<file path="config.mk">
export PLATFORM = sky130hd
export DESIGN_NAME = rrd_scan
export DESIGN_NICKNAME = d
export VERILOG_FILES = /design/src/hdl/rrd_pkg.sv /design/src/hdl/rrd_scan.sv
export SDC_FILE = /design/constraint.sdc
export NUM_CORES = 1
export LEC_CHECK = 0
export ABC_AREA = 0
export BUFFER_PORTS_ARGS = -buffer_cell sky130_fd_sc_hd__buf_4
export CAP_MARGIN = 20
export CELL_PAD_IN_SITES_DETAIL_PLACEMENT = 0
export CELL_PAD_IN_SITES_GLOBAL_PLACEMENT = 1
export CORE_MARGIN = 10
export CORE_UTILIZATION = 29
export DETAILED_ROUTE_END_ITERATION = 8
export PLACE_DENSITY_LB_ADDON = 0.1
export SLEW_MARGIN = 0
export SYNTH_ARGS = -nofsm -noshare
export SYNTH_HDL_FRONTEND = slang
export SYNTH_SLANG_ARGS = --single-unit
export TNS_END_PERCENT = 5
</file>
<file path="constraint.sdc">
create_clock -name vclk -period 3.6
set_clock_uncertainty 0.15 [all_clocks]
set_input_delay 0.72 -clock vclk [all_inputs]
set_output_delay 0.72 -clock vclk [all_outputs]
set_load 0.02 [all_outputs]
</file>
<file path="src/hdl/rrd_pkg.sv">
// Shared constants, types and codes of the round-robin drain block.
package rrd_pkg;

  localparam int NUM_STREAMS   = 8;
  localparam int QUEUE_DEPTH   = 256;
  localparam int ID_WIDTH      = 32;
  localparam int PAYLOAD_WIDTH = 32;

  localparam int STR_W   = (NUM_STREAMS > 1) ? $clog2(NUM_STREAMS) : 1;
  localparam int PTR_W   = $clog2(NUM_STREAMS + 1);
  localparam int QIDX_W  = $clog2(QUEUE_DEPTH);
  localparam int FILL_W  = $clog2(QUEUE_DEPTH + 1);
  localparam int ADDR_W  = $clog2(NUM_STREAMS * QUEUE_DEPTH);
  localparam int ENTRY_W = ID_WIDTH + PAYLOAD_WIDTH;
  localparam int MASK_W  = 8;
  localparam int CAPR_W  = 9;
  localparam int CNTR_W  = 4;
  localparam int CFG_DW  = 9;
  localparam int CFG_IW  = 2;

  localparam logic [CFG_IW-1:0] CFG_STREAM_COUNT = 2'd0;
  localparam logic [CFG_IW-1:0] CFG_ACTIVE_MASK  = 2'd1;
  localparam logic [CFG_IW-1:0] CFG_CAPACITY     = 2'd2;

  typedef enum logic [1:0] {
    ST_IDLE,
    ST_EXEC,
    ST_RESP
  } state_t;

  // Effective configuration, already clamped to legal ranges
  typedef struct packed {
    logic [PTR_W-1:0]  count;
    logic [MASK_W-1:0] active;
    logic [FILL_W-1:0] cap;
  } cfg_t;

  typedef struct packed {
    logic             found;
    logic [STR_W-1:0] stream;
    logic [PTR_W-1:0] ptr_nxt;
  } scan_t;

endpackage

</file>
<file path="src/hdl/rrd_scan.sv">
// Round-robin priority scan over the per-stream non-empty flags.
module rrd_scan (
  input  rrd_pkg::cfg_t                     cfg,
  input  logic [rrd_pkg::PTR_W-1:0]         ptr,
  input  logic [rrd_pkg::NUM_STREAMS-1:0]   nonempty,
  output rrd_pkg::scan_t                    scan
);

  logic [rrd_pkg::PTR_W-1:0] first;
  logic                      act;

  always_comb begin
    // pointer restarts at zero once it reaches the stream count; no wrap
    first = (ptr >= cfg.count) ? '0 : ptr;
    scan.found  = 1'b0;
    scan.stream = '0;
    act         = 1'b0;
    for (int i = 0; i < rrd_pkg::NUM_STREAMS; i++) begin
      act = (i < rrd_pkg::MASK_W) ? cfg.active[i % rrd_pkg::MASK_W] : 1'b0;
      if (!scan.found && rrd_pkg::PTR_W'(i) >= first && rrd_pkg::PTR_W'(i) < cfg.count
          && act && nonempty[i]) begin
        scan.found  = 1'b1;
        scan.stream = rrd_pkg::STR_W'(i);
      end
    end
    scan.ptr_nxt = scan.found ? rrd_pkg::PTR_W'(scan.stream) + rrd_pkg::PTR_W'(1) : cfg.count;
  end

endmodule

</file>
# After elaboration in Yosys (flattened, before gate mapping)
# Cells that the tools add are included.
dict set report totals {
  wordCells 66
  out_inout_bits 8
  regBits 0
  input_bits 33
}
dict set report classes {
  mux 10
  add_sub_neg 1
  n_reduce_logical 38
  magnitude_cmp 17
}
# operator count
set op_table {}
lappend op_table {{$mux W4} 10}
lappend op_table {{$logic_and A1 B1 Y1} 31}
lappend op_table {{$ge A3 B4 Y1 const A} 4}
lappend op_table {{$lt A3 B4 Y1 const A} 4}
lappend op_table {{$ge A1 B4 Y1 const A} 2}
lappend op_table {{$ge A2 B4 Y1 const A} 2}
lappend op_table {{$lt A1 B4 Y1 const A} 2}
lappend op_table {{$lt A2 B4 Y1 const A} 2}
lappend op_table {{$logic_not A1 Y1} 7}
lappend op_table {{$add A3 B1 Y4 const B} 1}
lappend op_table {{$ge A4 B4 Y1} 1}

# Depth between registers and ports, before layout
dict set report logic_depth {
  word_depth 51
  mapped_depth 9
  mapped_depth_nobuf 8
}

# Worst setup path after synthesis
# Ideal clock, no wire load.
dict set report synth_path {
  path_kind {input -> output}
  start {input cfg[20] (netlist name)}
  end {output scan[5] (netlist name)}
  stages 9
  required_time_ps 2730
  arrival_time_ps 2888
  setup_slack_ps -158
  path_cell_list {buf_2 -> inv_1 -> ha_1 -> a21oi_2 -> o21ai_4 -> o2111ai_2 -> a31oi_4 -> or2_4 -> o31ai_1}
}
# item line
set synth_lines {}
lappend synth_lines {{start: declaration} rrd_scan.sv:3} ;# input rrd_pkg::cfg_t cfg,
lappend synth_lines {{end: declaration} rrd_scan.sv:6} ;# output rrd_pkg::scan_t scan

==> impl_results.md <==
- Yosys top cell area share: 8.35%
- Placer Congestion: 0.837
- Core Region: 1960 sq um
- First-pass GRT wire length: 3.78 mm
- Critical path buffer and inverter count: 4
- Initial Util: 30.5%
- Multi-input gate area: 656 sq um
- WL per Instance: 14.2 um
- Final Util: 55.2%
- I/O pin cnt: 41
- CP top delay family: compound AO/OA/AOI/OAI gates
- Hold-fix buffers at CTS: 0
- Minimum clock period: 3.52 ns
- Outcome: complete, no violations
- CP endpoint kind: output port
- Cell variety after synth: 37
- Die Height: 65.5 um
- Max FO, Critical Path: 5
- I/O Buffers: 32
- Synthesized area: 599 sq um
- Clk_buf instances: 0
- Fin worst setup slack: 0.0832 ns
- Sequential cells: 0
- Initial antenna violation count: 0
- Critical Path AT: 2.65 ns
- Final Non-Filler Cells: 156
- Most common cell on crit path: buf_4
- # fillers: 205
- VDD IR max: 0.000117 V
- DRC Markers: 0
- Syn_nets: 119
- Layout area overhead: 80.8%
- DRT Pass-1 Iters: 4
- Cells after Synth: 82
- Final Max Tran Viols: 0
- CP cell instances: buf_4 -> inv_2 -> ha_2 -> o211ai_4 -> o21ai_4 -> buf_6 -> o22ai_4 -> a31oi_4 -> or2_4 -> nor4b_2 -> buf_4
- Die area: 4290 sq um
- FP Rows: 16
- Antenna Cells: 0
- Pleak: 0.000476 uW
- Power, Total: 217 uW
- Vias in the first global route: 836
- Worst slew pin tran: 0.333 ns
- Max Clk Rate: 284 MHz
- Hold Path Class: in2out
- NumNets Final: 168
- DPL Wire Length: 1.93 mm
- Power per cell area: 200 nW/um^2
- CP Data Required Time: 2.73 ns
- Final hold slack: 1.82 ns
- Die X: 65.5 um
- Worst setup SP type: primary input
- Pre-CTS setup slack: -0.0384 ns
- Total congestion overflow: 0
- Routed Wire Length: 2.22 mm
- Final setup viols: 0
- Vias per std cell: 5.20
- Slowest-stage cell, CP: ha_2
- Yosys top cell by area: ha_1
- Setup Crit Path Kind: in2out
- Sequential fraction of the synthesis area: 0%
- Cell total after placement: 154
- Synth area leaders: ha_1 (8.4%), nand2_1 (7.5%), a21oi_1 (6.7%)
- Mean post-synth cell area: 7.31 sq um
- Fraction of layout cells with a size suffix above 1: 54.3%
- Slew HR: 77.7%
- Slowest stage delay, CP: 0.28 ns
- Antenna-violating nets left: 0
- Largest net degree at the start of global routing: 8
- Final hold violation count: 0
- All-layer global routing usage: 10.2%
- Register area: 0 sq um
- Yosys warnings: 0
- Final Cycle Share: 97.7%
- DRT iter0 DRCs: 27
- Max cap viols: 0
- Via Count: 811
==> layout make-up <==
class / count / share of cell area, %
inverters: 6 / 2.08
multi-input cells: 75 / 60.5
well taps: 27 / 3.12
repair buffers: 48 / 34.3
==> cell usage after synthesis (2+ instances only) <==
| cell type | count |
|---|---|
| a31oi_1 | 2 |
| nand2_1 | 12 |
| o21ai_0 | 3 |
| a21o_1 | 2 |
| o21ai_1 | 2 |
| nor2_1 | 6 |
| o211ai_2 | 2 |
| ha_1 | 4 |
| inv_1 | 6 |
| o22ai_1 | 2 |
| a211o_1 | 2 |
| a21oi_1 | 8 |
| o32ai_1 | 2 |
| nor3_1 | 3 |
| a21oi_2 | 2 |
| o21a_1 | 3 |
==> through the flow <==
| step | setup TNS, ns | cell area (sq um) |
|---|---|---|
| after global routing | -0.0108 | 1080 |
| after detailed placement | -0.0710 | 978 |
| after global placement | -0.0693 | 978 |
| after floorplan | -0.137 | 604 |
| after CTS | 0 | 1000 |
| final | 0 | 1080 |
==> logic make-up (layout without fill, tap and decap cells) <==
logic type      count (synthesis)  count (layout)  synth area share [%]
simple gates                   30              30                  27.1
compound gates                 41              41                  59.9
fa+ha+maj                       4               4                  8.35
buf+inv                         7              54                  4.59
==> layout by cell type (no fill, tap or decap), types with 2 or more instances in the layout <==
cell	Yosys	final
a21o_1	2	2
o21a_1	3	3
a211o_1	2	2
inv_1	6	5
nor3_1	3	2
a31oi_1	2	2
ha_4	0	3
buf_6	0	3
a21oi_1	8	8
o21ai_0	3	3
buf_4	0	45
o22ai_1	2	2
o21ai_1	2	2
nand2_1	12	12
nor2_1	6	6
o32ai_1	2	2
==> worst paths after layout <==
path / from / end / cells past startpoint
min: cfg[20] / scan[3] / 5
max: cfg[18] / scan[3] / 11
==> report_power, final <==
part / internal (uW) / switching (uW)
sequential: 0 / 0
clock: 0 / 0
combinational: 108 / 109
==> layer usage <==
| metal | routed length [um] | part of all wire, % | GRT usage [%] |
|---|---|---|---|
| met5 | 0 | 0 | 0 |
| met4 | 0 | 0 | 0 |
| met3 | 133 | 6.0 | 1.86 |
| met2 | 1090 | 49 | 18.2 |
| met1 | 996 | 45 | 13.2 |
==> what timing repair did <==
item / 4_1_cts / 5_1_grt
setup endpoints to repair: 3 / 5
buffers inserted: 0 / 2
gates resized for setup: 3 / 10
pin swaps: 0 / 11
Note: power is estimated with default switching activity, not from simulation.
