**src/hdl/rrd_pkg.sv**
```systemverilog
// Shared constants, types and codes of the round-robin drain block.
package rrd_pkg;

  localparam int NUM_STREAMS   = 8;
  localparam int QUEUE_DEPTH   = 256;
  localparam int ID_WIDTH      = 32;
  localparam int PAYLOAD_WIDTH = 32;

  localparam int STR_W   = (NUM_STREAMS > 1) ? $clog2(NUM_STREAMS) : 1;
  localparam int PTR_W   = $clog2(NUM_STREAMS + 1);
  localparam int QIDX_W  = $clog2(QUEUE_DEPTH);
  localparam int FILL_W  = $clog2(QUEUE_DEPTH + 1);
  localparam int ADDR_W  = $clog2(NUM_STREAMS * QUEUE_DEPTH);
  localparam int ENTRY_W = ID_WIDTH + PAYLOAD_WIDTH;
  localparam int MASK_W  = 8;
  localparam int CAPR_W  = 9;
  localparam int CNTR_W  = 4;
  localparam int CFG_DW  = 9;
  localparam int CFG_IW  = 2;

  localparam logic [CFG_IW-1:0] CFG_STREAM_COUNT = 2'd0;
  localparam logic [CFG_IW-1:0] CFG_ACTIVE_MASK  = 2'd1;
  localparam logic [CFG_IW-1:0] CFG_CAPACITY     = 2'd2;

  typedef enum logic [1:0] {
    ST_IDLE,
    ST_EXEC,
    ST_RESP
  } state_t;

  // Effective configuration, already clamped to legal ranges
  typedef struct packed {
    logic [PTR_W-1:0]  count;
    logic [MASK_W-1:0] active;
    logic [FILL_W-1:0] cap;
  } cfg_t;

  typedef struct packed {
    logic             found;
    logic [STR_W-1:0] stream;
    logic [PTR_W-1:0] ptr_nxt;
  } scan_t;

endpackage

```
**src/hdl/rrd_cfg_regs.sv**
```systemverilog
// Configuration registers and their clamped working values.
module rrd_cfg_regs (
  input  logic                       clk,
  input  logic                       rst_n,
  input  logic                       wr_en,
  input  logic [rrd_pkg::CFG_IW-1:0] wr_index,
  input  logic [rrd_pkg::CFG_DW-1:0] wr_data,
  output rrd_pkg::cfg_t              cfg
);

  logic [rrd_pkg::CNTR_W-1:0] stream_count_r;
  logic [rrd_pkg::MASK_W-1:0] active_mask_r;
  logic [rrd_pkg::CAPR_W-1:0] capacity_r;

  always_ff @(posedge clk) begin
    if (!rst_n) begin
      stream_count_r <= rrd_pkg::CNTR_W'(1);
      active_mask_r  <= '0;
      capacity_r     <= rrd_pkg::CAPR_W'(256);
    end else if (wr_en) begin
      unique case (wr_index)
        rrd_pkg::CFG_STREAM_COUNT: stream_count_r <= wr_data[rrd_pkg::CNTR_W-1:0];
        rrd_pkg::CFG_ACTIVE_MASK:  active_mask_r  <= wr_data[rrd_pkg::MASK_W-1:0];
        rrd_pkg::CFG_CAPACITY:     capacity_r     <= wr_data[rrd_pkg::CAPR_W-1:0];
        default: ;
      endcase
    end
  end

  always_comb begin
    cfg.count  = (32'(stream_count_r) > rrd_pkg::NUM_STREAMS)
               ? rrd_pkg::PTR_W'(rrd_pkg::NUM_STREAMS) : rrd_pkg::PTR_W'(stream_count_r);
    cfg.active = active_mask_r;
    if (32'(capacity_r) < 2) begin
      cfg.cap = rrd_pkg::FILL_W'(2);
    end else if (32'(capacity_r) > rrd_pkg::QUEUE_DEPTH) begin
      cfg.cap = rrd_pkg::FILL_W'(rrd_pkg::QUEUE_DEPTH);
    end else begin
      cfg.cap = rrd_pkg::FILL_W'(capacity_r);
    end
  end

endmodule

```
**config.mk**
```make
export PLATFORM = sky130hd
export DESIGN_NAME = rrd_cfg_regs
export DESIGN_NICKNAME = d
export VERILOG_FILES = /design/src/hdl/rrd_pkg.sv /design/src/hdl/rrd_cfg_regs.sv
export SDC_FILE = /design/constraint.sdc
export NUM_CORES = 1
export LEC_CHECK = 0
export BUFFER_PORTS_ARGS = -buffer_cell sky130_fd_sc_hd__buf_4
export CORE_UTILIZATION = 47
export CTS_CLUSTER_SIZE = 16
export DETAILED_ROUTE_END_ITERATION = 6
export HOLD_SLACK_MARGIN = 0.1
export PLACE_DENSITY_LB_ADDON = 0.3
export RECOVER_POWER = 25
export SYNTH_ARGS = -nofsm -noshare
export SYNTH_HDL_FRONTEND = slang
export SYNTH_SLANG_ARGS = --single-unit
```
**constraint.sdc**
```tcl
create_clock -name clk -period 1.41 [get_ports clk]
set_input_delay 0.0705 -clock clk [delete_from_list [all_inputs] [get_ports clk]]
set_output_delay 0.0705 -clock clk [all_outputs]
set_load 0.01 [all_outputs]
```
## Word level (Yosys, flattened, before mapping)

Index checks and enable logic that the tools add are counted.

| cells by class | value |
|---|---|
| equality and inequality tests | 2 |
| reduce and logical (&&, ||, !) cells | 4 |
| muxes and demuxes | 3 |
| $lt $le $gt $ge | 3 |

Operators with widths:

| kind | number |
|---|---|
| 9-bit two-way mux | 2 |
| 9-bit > comparator (second input constant) | 1 |
| 9-bit by 2-bit less-than comparator with 1-bit output (second input constant) | 1 |
| 2-bit AND reduction | 3 |
| 4-bit > comparator (second input constant) | 1 |
| 4-bit two-way mux | 1 |
| 2-bit by 1-bit equality test with 1-bit output (second input constant) | 1 |
| 2-bit equality test (second input constant) | 1 |
| 2-bit logical NOT | 1 |

| word-level totals | value |
|---|---|
| bits in registers | 21 |
| bits of input ports | 14 |
| word-level logic and storage cells | 15 |
| output and inout bits | 21 |

## Longest topological paths before layout

Gate-level depths: netlist of the first run.

| logic depth | value |
|---|---|
| depth after elaboration | 3 |
| mapped depth | 4 |
| mapped depth without buffers | 2 |

## Worst setup path after synthesis of the first run

OpenSTA, ideal clock, no wires.

| path | value |
|---|---|
| kind | reg2out |
| start | register capacity_r[2] in the netlist's numbering |
| end | output port cfg[1] in the netlist's numbering |
| setup slack | 71 ps |
| arrival | 1269 ps |
| data required time | 1340 ps |
| cell stages (with the launch flop) | 3 |
| cell sequence | dfxtp_1 or4_4 o41ai_1 |

RTL lines:

| what | line | source |
|---|---|---|
| start: declaration | rrd_cfg_regs.sv:13 | `logic [rrd_pkg::CAPR_W-1:0] capacity_r;` |
| start signal: assignment | rrd_cfg_regs.sv:19 | `capacity_r <= rrd_pkg::CAPR_W'(256);` |
| start signal: assignment | rrd_cfg_regs.sv:24 | `rrd_pkg::CFG_CAPACITY: capacity_r <= wr_data[rrd_pkg::CAPR_W-1:0];` |
| end: declaration | rrd_cfg_regs.sv:8 | `output rrd_pkg::cfg_t cfg` |

==> results of run 1 <==
power by group through the flow:
stage                     Sequential [uW]  Clock, uW  Combinational, uW
after floorplan                       643          0               79.4
after global placement                644          0                142
after detailed placement              646          0                145
after CTS                             632        286                165
after global routing                  637        320                181
final                                 633        281                165
logic make-up (layout without fill, tap and decap cells):
family	count (synthesis)	after routing	share of synthesized area (%)
AND/OR/NAND/NOR	44	44	24.7
buffers and inverters	10	50	4.64
multiplexers	19	19	20.7
AO/OA/AOI/OAI	4	4	4.09
flip-flops	21	21	45.8
layout make-up:
cell class,count,share of cell area [%]
clock buffer,4,2.01
multi-input combinational,67,35.3
sequential,21,32.3
timing repair buffer,45,27.7
tap,25,2.39
inverter,1,0.287
per-stage QoR:
step | worst slack [ns] | cells | area (um2) | TNS, ns | utilization [%]
2_1_floorplan | 0.0708 | 98 | 917 | 0 | -
3_3_place_gp | 0.0508 | 150 | 1180 | 0 | 66.2
3_5_place_dp | 0.0404 | 150 | 1180 | 0 | 66.2
4_1_cts | -0.298 | 163 | 1290 | -0.568 | 72.6
5_1_grt | -0.363 | 163 | 1310 | -0.647 | 73.3
6_report | -0.305 | 163 | 1310 | -0.514 | 73.3
state kept, by name (all words and copies together), names as in the netlist:
register and count:
active_mask_r 8, stream_count_r 4, capacity_r 9
per-layer routing:
metal | part of all wire (%) | up-vias | global-route usage (%) | wire [um]
li1 | - | 404 | - | -
met3 | 3.5 | 2 | 3.53 | 69
met4 | 1.3 | 0 | 10.6 | 25
met1 | 44 | 351 | 23.9 | 867
met5 | 0 | - | 0 | 0
met2 | 52 | 24 | 40.0 | 1030
placed cells by master, fill, tap and decap left out, types with 2 or more instances in the layout:
| cell | instances |
|---|---|
| sky130_fd_sc_hd__dfxtp_1 | 20 |
| sky130_fd_sc_hd__dlygate4sd3_1 | 8 |
| sky130_fd_sc_hd__mux2i_1 | 19 |
| sky130_fd_sc_hd__nor2b_1 | 10 |
| sky130_fd_sc_hd__clkbuf_4 | 9 |
| sky130_fd_sc_hd__nand2_1 | 27 |
| sky130_fd_sc_hd__buf_4 | 30 |
| sky130_fd_sc_hd__a211o_1 | 2 |
worst paths after layout:
kind	startpoint	end	cells past startpoint
worst max-delay path	capacity_r[2]$_SDFFE_PN0P_	cfg[0]	3
worst min-delay path	wr_index[0]	capacity_r[8]$_SDFFE_PN1P_	3
worst max register to register	capacity_r[8]$_SDFFE_PN1P_	capacity_r[8]$_SDFFE_PN1P_	1
worst min register to register	active_mask_r[0]$_SDFFE_PN0P_	active_mask_r[0]$_SDFFE_PN0P_	2
critical path: cells and delay by family (launching register included):
kind | cells | cell delay [ns]
AOI/OAI and AO/OA | 1 | 0.35
buffers and inverters | 1 | 0.13
and+or+nand+nor | 1 | 0.54
DFF | 1 | 0.33
timing repair:
action / in CTS / in global routing
buffers inserted: 1 / 0
hold endpoints to repair: 17 / 0
setup endpoints to repair: 2 / 2
hold buffers: 8 / 0
gates resized for setup: 1 / 2
==> results.json, run 1 <==
{
  "leakage_uw": 0.000626,
  "timing.critical_path.arrival_ns": 1.64,
  "cts_buffer_depth": 2,
  "hp-class": "primary input to flop",
  "synthCells": 98,
  "cts_num_sinks": 21,
  "nFillCells": 151,
  "num_io_pins": 35,
  "sequentialPowerShare_pct": 58.6,
  "synth.cells.most_frequent": "sky130_fd_sc_hd__nand2_1 (27), sky130_fd_sc_hd__dfxtp_1 (21), sky130_fd_sc_hd__mux2i_1 (19)",
  "worstSkewPairLatency_ns": 0.30,
  "via_density": 4.79,
  "postSynthNetCount": 112,
  "synthArstFlopShare_pct": 0,
  "powerDensity_nw_per_um2": 826,
  "effective_utilization_at_floorplan_pct": 51.4,
  "final_critical_period_ns": 1.72,
  "combinationalPowerShare_pct": 15.3,
  "synth.area.top_cells": "sky130_fd_sc_hd__dfxtp_1 (46%), sky130_fd_sc_hd__mux2i_1 (21%), sky130_fd_sc_hd__nand2_1 (11%)",
  "failing_checks": "negative setup slack",
  "slew_headroom_pct": 75.9,
  "post-route-period-util_pct": 122,
  "setup_ws_ns": -0.305,
  "finalHoldViolations": 0,
  "fin_nets": 153,
  "worst_clock_skew_ns": 0,
  "intPower_uw": 821,
  "portion_of_the_post_synthesis_area_used_by_sequential_elements_pct": 45.8,
  "clock-root-buffer": "sky130_fd_sc_hd__clkbuf_4",
  "critical_path.endpoint_type": "output port",
  "max_freq_mhz": 583,
  "critical_path.max_stage_delay_ns": 0.54,
  "run_status": "finished, violations left",
  "route.vias.total": 781,
  "cp_cell_sequence": "or4_4 -> o41a_1 -> buf_6",
  "htree_levels": 1,
  "drc_errors": 0,
  "register_area_um2": 422,
  "reg2reg_setup_slack_ns": 0.59,
  "die_area_um2": 2130,
  "numCtsBuffers": 3,
  "rsz0062_at_grt": "yes",
  "num_antenna_cells": 0,
  "yosys.area.top_type_share_pct": 45.8,
  "post_synth_num_cell_types": 18,
  "critical_path_peak_fanout": 2,
  "initialDrtViolationCount": 3,
  "grt_util_all_layers_pct": 21.8,
  "post_synth.cell_area_avg_um2": 9.36,
  "place.detailed.hpwl_mm": 1.40,
  "final_max_slew_viol_count": 0,
  "finalHoldWorstSlack_ns": 0.128,
  "timing.critical_path.from_type": "flop",
  "flow.area_growth_from_synthesis_pct": 42.4,
  "cp_data_required_time_ns": 1.34,
  "synth_area_leader_cell": "sky130_fd_sc_hd__dfxtp_1",
  "grt_first_pass_wirelength_mm": 3.21,
  "power_share_of_the_clock_group_pct": 26.1,
  "drv.max_cap_violation_count": 0,
  "totalPowerFinal_uw": 1080,
  "gp_congestion": 0.710,
  "synth_most_common_cell": "sky130_fd_sc_hd__nand2_1",
  "number_of_antenna_violations_at_the_first_check_in_global_routing": 0,
  "core.rowCount": 15,
  "die_x_um": 46.2,
  "route.final.wire_length_mm": 1.99,
  "die_height_um": 46.2,
  "yosys_warns": 0,
  "wire_per_inst_um": 12.2,
  "netSwitchingFraction_pct": 24.0,
  "vdd_drop_max_mv": 0.658,
  "first_pass_iters": 4,
  "synth_edf_count": 0,
  "grt_max_degree": 29,
  "clock_tree_from_tritoncts": "done",
  "setup_viol_count_final": 2,
  "max_slew.worst_pin.slew_ns": 0.361,
  "placement.io_buffers": 34,
  "clk_slew_on_worst_s_h_paths_ns": 0.10,
  "total_switching_power_uw": 259,
  "synth.ff_latch_count": 21,
  "synth_ff_type": "sky130_fd_sc_hd__dfxtp_1",
  "netlist_area_um2": 917,
  "ant_nets": 0,
  "fp.coreArea_um2": 1780,
  "timing_worst_setup_path_type": "flop to output port",
  "drive_above_1_share_pct": 31.2,
  "crit_path_top_delay_cell": "sky130_fd_sc_hd__or4_4",
  "first_global_vias": 750,
  "multi_input_comb_area_um2": 462,
  "overflow": 0
}
(Power assumes the default switching activity.)
==> run 2: changes to the inputs <==
- CORE_UTILIZATION: 47 -> 30
==> results.json, run 2 (synthesis results as in run 1) <==
{
  "route.final.wire_length_mm": 1.99,
  "final_max_slew_viol_count": 0,
  "max_slew.worst_pin.slew_ns": 0.376,
  "dp_cells": 156,
  "layout.cells.non_filler": 168,
  "cts_buffer_depth": 2,
  "flow.area_growth_from_synthesis_pct": 41.5,
  "critical_path_peak_fanout": 2,
  "overflow": 0,
  "post-route-period-util_pct": 122,
  "core.rowCount": 19,
  "initialDrtViolationCount": 18,
  "critical_path.endpoint_type": "output port",
  "htree_levels": 1,
  "combinationalPowerShare_pct": 15.0,
  "timing.critical_path.from_type": "flop",
  "timing.critical_path.arrival_ns": 1.66,
  "vdd_drop_max_mv": 0.404,
  "hp-class": "primary input to flop",
  "run_status": "finished, violations left",
  "crit_family": "simple AND/OR/NAND/NOR gates",
  "die_height_um": 57.3,
  "total_switching_power_uw": 255,
  "clock-root-buffer": "sky130_fd_sc_hd__clkbuf_4",
  "cts_num_sinks": 21,
  "largest_reg_flops": 9,
  "final_critical_period_ns": 1.73,
  "clock_tree_from_tritoncts": "done",
  "timing_worst_setup_path_type": "flop to output port",
  "drv.max_cap_violation_count": 0,
  "intPower_uw": 818,
  "placed_area_um2": 1190,
  "drive_above_1_share_pct": 31.4,
  "crit_path_top_delay_cell": "sky130_fd_sc_hd__or4_4",
  "multi_input_comb_area_um2": 462,
  "gp_congestion": 0.752,
  "register_area_um2": 423,
  "reg2reg_setup_slack_ns": 0.58,
  "ant_nets": 0,
  "first_global_vias": 740,
  "netSwitchingFraction_pct": 23.8,
  "sequentialPowerShare_pct": 59.0,
  "path_buf_inv": 1,
  "place.detailed.hpwl_mm": 1.45,
  "critical_path.max_stage_delay_ns": 0.54,
  "num_io_pins": 35,
  "leakage_uw": 0.000618,
  "first_pass_iters": 6,
  "power_share_of_the_clock_group_pct": 26.0,
  "layout_common_cells": "sky130_fd_sc_hd__buf_4 (31), sky130_fd_sc_hd__nand2_1 (27), sky130_fd_sc_hd__mux2i_1 (19), sky130_fd_sc_hd__dfxtp_1 (19), sky130_fd_sc_hd__nor2b_1 (10)",
  "powerDensity_nw_per_um2": 827,
  "finalInstanceArea_um2": 1300,
  "cp_cell_sequence": "or4_4 -> o41a_1 -> buf_4",
  "finalSetupTns_ns": -0.530,
  "worst_clock_skew_ns": 0,
  "grt_first_pass_wirelength_mm": 3.17,
  "grt_max_degree": 29,
  "rsz0062_at_grt": "yes",
  "postLayoutCoreUtil_pct": 45.9,
  "grt_util_all_layers_pct": 12.7,
  "totalPowerFinal_uw": 1070,
  "number_of_antenna_violations_at_the_first_check_in_global_routing": 0,
  "die_area_um2": 3280,
  "setup_ws_ns": -0.317,
  "route.vias.total": 788,
  "placement.io_buffers": 34,
  "max_freq_mhz": 579,
  "top_regs": "capacity_r: 9 flops, active_mask_r: 8 flops, stream_count_r: 4 flops",
  "clk_slew_on_worst_s_h_paths_ns": 0.11,
  "numCtsBuffers": 3,
  "via_density": 4.69,
  "setup_viol_count_final": 2,
  "effective_utilization_at_floorplan_pct": 32.4,
  "num_antenna_cells": 0,
  "mostFrequentLayoutCell": "sky130_fd_sc_hd__buf_4",
  "fin_nets": 152,
  "cp_data_required_time_ns": 1.34,
  "finalHoldViolations": 0,
  "nFillCells": 270,
  "drc_errors": 4,
  "wire_per_inst_um": 11.8,
  "die_x_um": 57.3,
  "fp.coreArea_um2": 2830,
  "top_register": "capacity_r",
  "slew_headroom_pct": 74.9,
  "failing_checks": "design-rule violations, negative setup slack",
  "worstSkewPairLatency_ns": 0.29
}
[run 2: changes by cell type in the layout (fill, tap and decap cells not counted)]
| cell | delta |
|---|---|
| sky130_fd_sc_hd__dfxtp_2 | +1 |
| sky130_fd_sc_hd__clkbuf_4 | -1 |
| sky130_fd_sc_hd__dfxtp_1 | -1 |
| sky130_fd_sc_hd__clkbuf_1 | +1 |
| sky130_fd_sc_hd__buf_4 | +1 |
| sky130_fd_sc_hd__dlygate4sd3_1 | -1 |
| sky130_fd_sc_hd__buf_6 | -1 |
[run 2: per-layer routing]
layer	wire length, um	GRT usage [%]
met5	0	0
met4	49	8.36
met3	75	2.04
met1	926	15.0
met2	935	21.5
[run 2: path summary, 6_finish.rpt]
path                            startpoint                        endpoint  depth (start not counted)
max             capacity_r[2]$_SDFFE_PN0P_                          cfg[0]                          3
min                             wr_data[2]  stream_count_r[2]$_SDFFE_PN0P_                          3
max reg2reg     capacity_r[8]$_SDFFE_PN1P_      capacity_r[8]$_SDFFE_PN1P_                          1
min reg2reg  active_mask_r[5]$_SDFFE_PN0P_   active_mask_r[5]$_SDFFE_PN0P_                          2
[run 2: area by class of cell]
type / count / share of cell area, %
multi-input combinational: 67 / 35.6
clock buffer: 4 / 2.03
sequential: 21 / 32.6
inverter: 1 / 0.289
timing repair buffer: 44 / 26.5
tap: 31 / 2.99
[run 2: power groups by stage]
stage / sequential, uW / clock (uW) / combinational, uW
after floorplan: 643 / 0 / 79.4
after global placement: 644 / 0 / 144
after detailed placement: 646 / 0 / 147
after CTS: 633 / 298 / 164
after global routing: 637 / 319 / 174
final: 633 / 278 / 161
[run 2: what timing repair did]
action	CTS	global route
setup buffers	1	0
hold buffers	7	0
gates resized for setup	1	2
setup endpoints to repair	2	2
hold endpoints to repair	16	0
[run 2: per-stage QoR]
| stage | setup slack (ns) | hold WS [ns] |
|---|---|---|
| 2_1_floorplan | 0.0708 | 0.232 |
| 3_3_place_gp | 0.0521 | 0.352 |
| 6_report | -0.317 | 0.115 |
| 4_1_cts | -0.321 | 0.108 |
| 5_1_grt | -0.365 | 0.108 |
| 3_5_place_dp | 0.00902 | 0.366 |
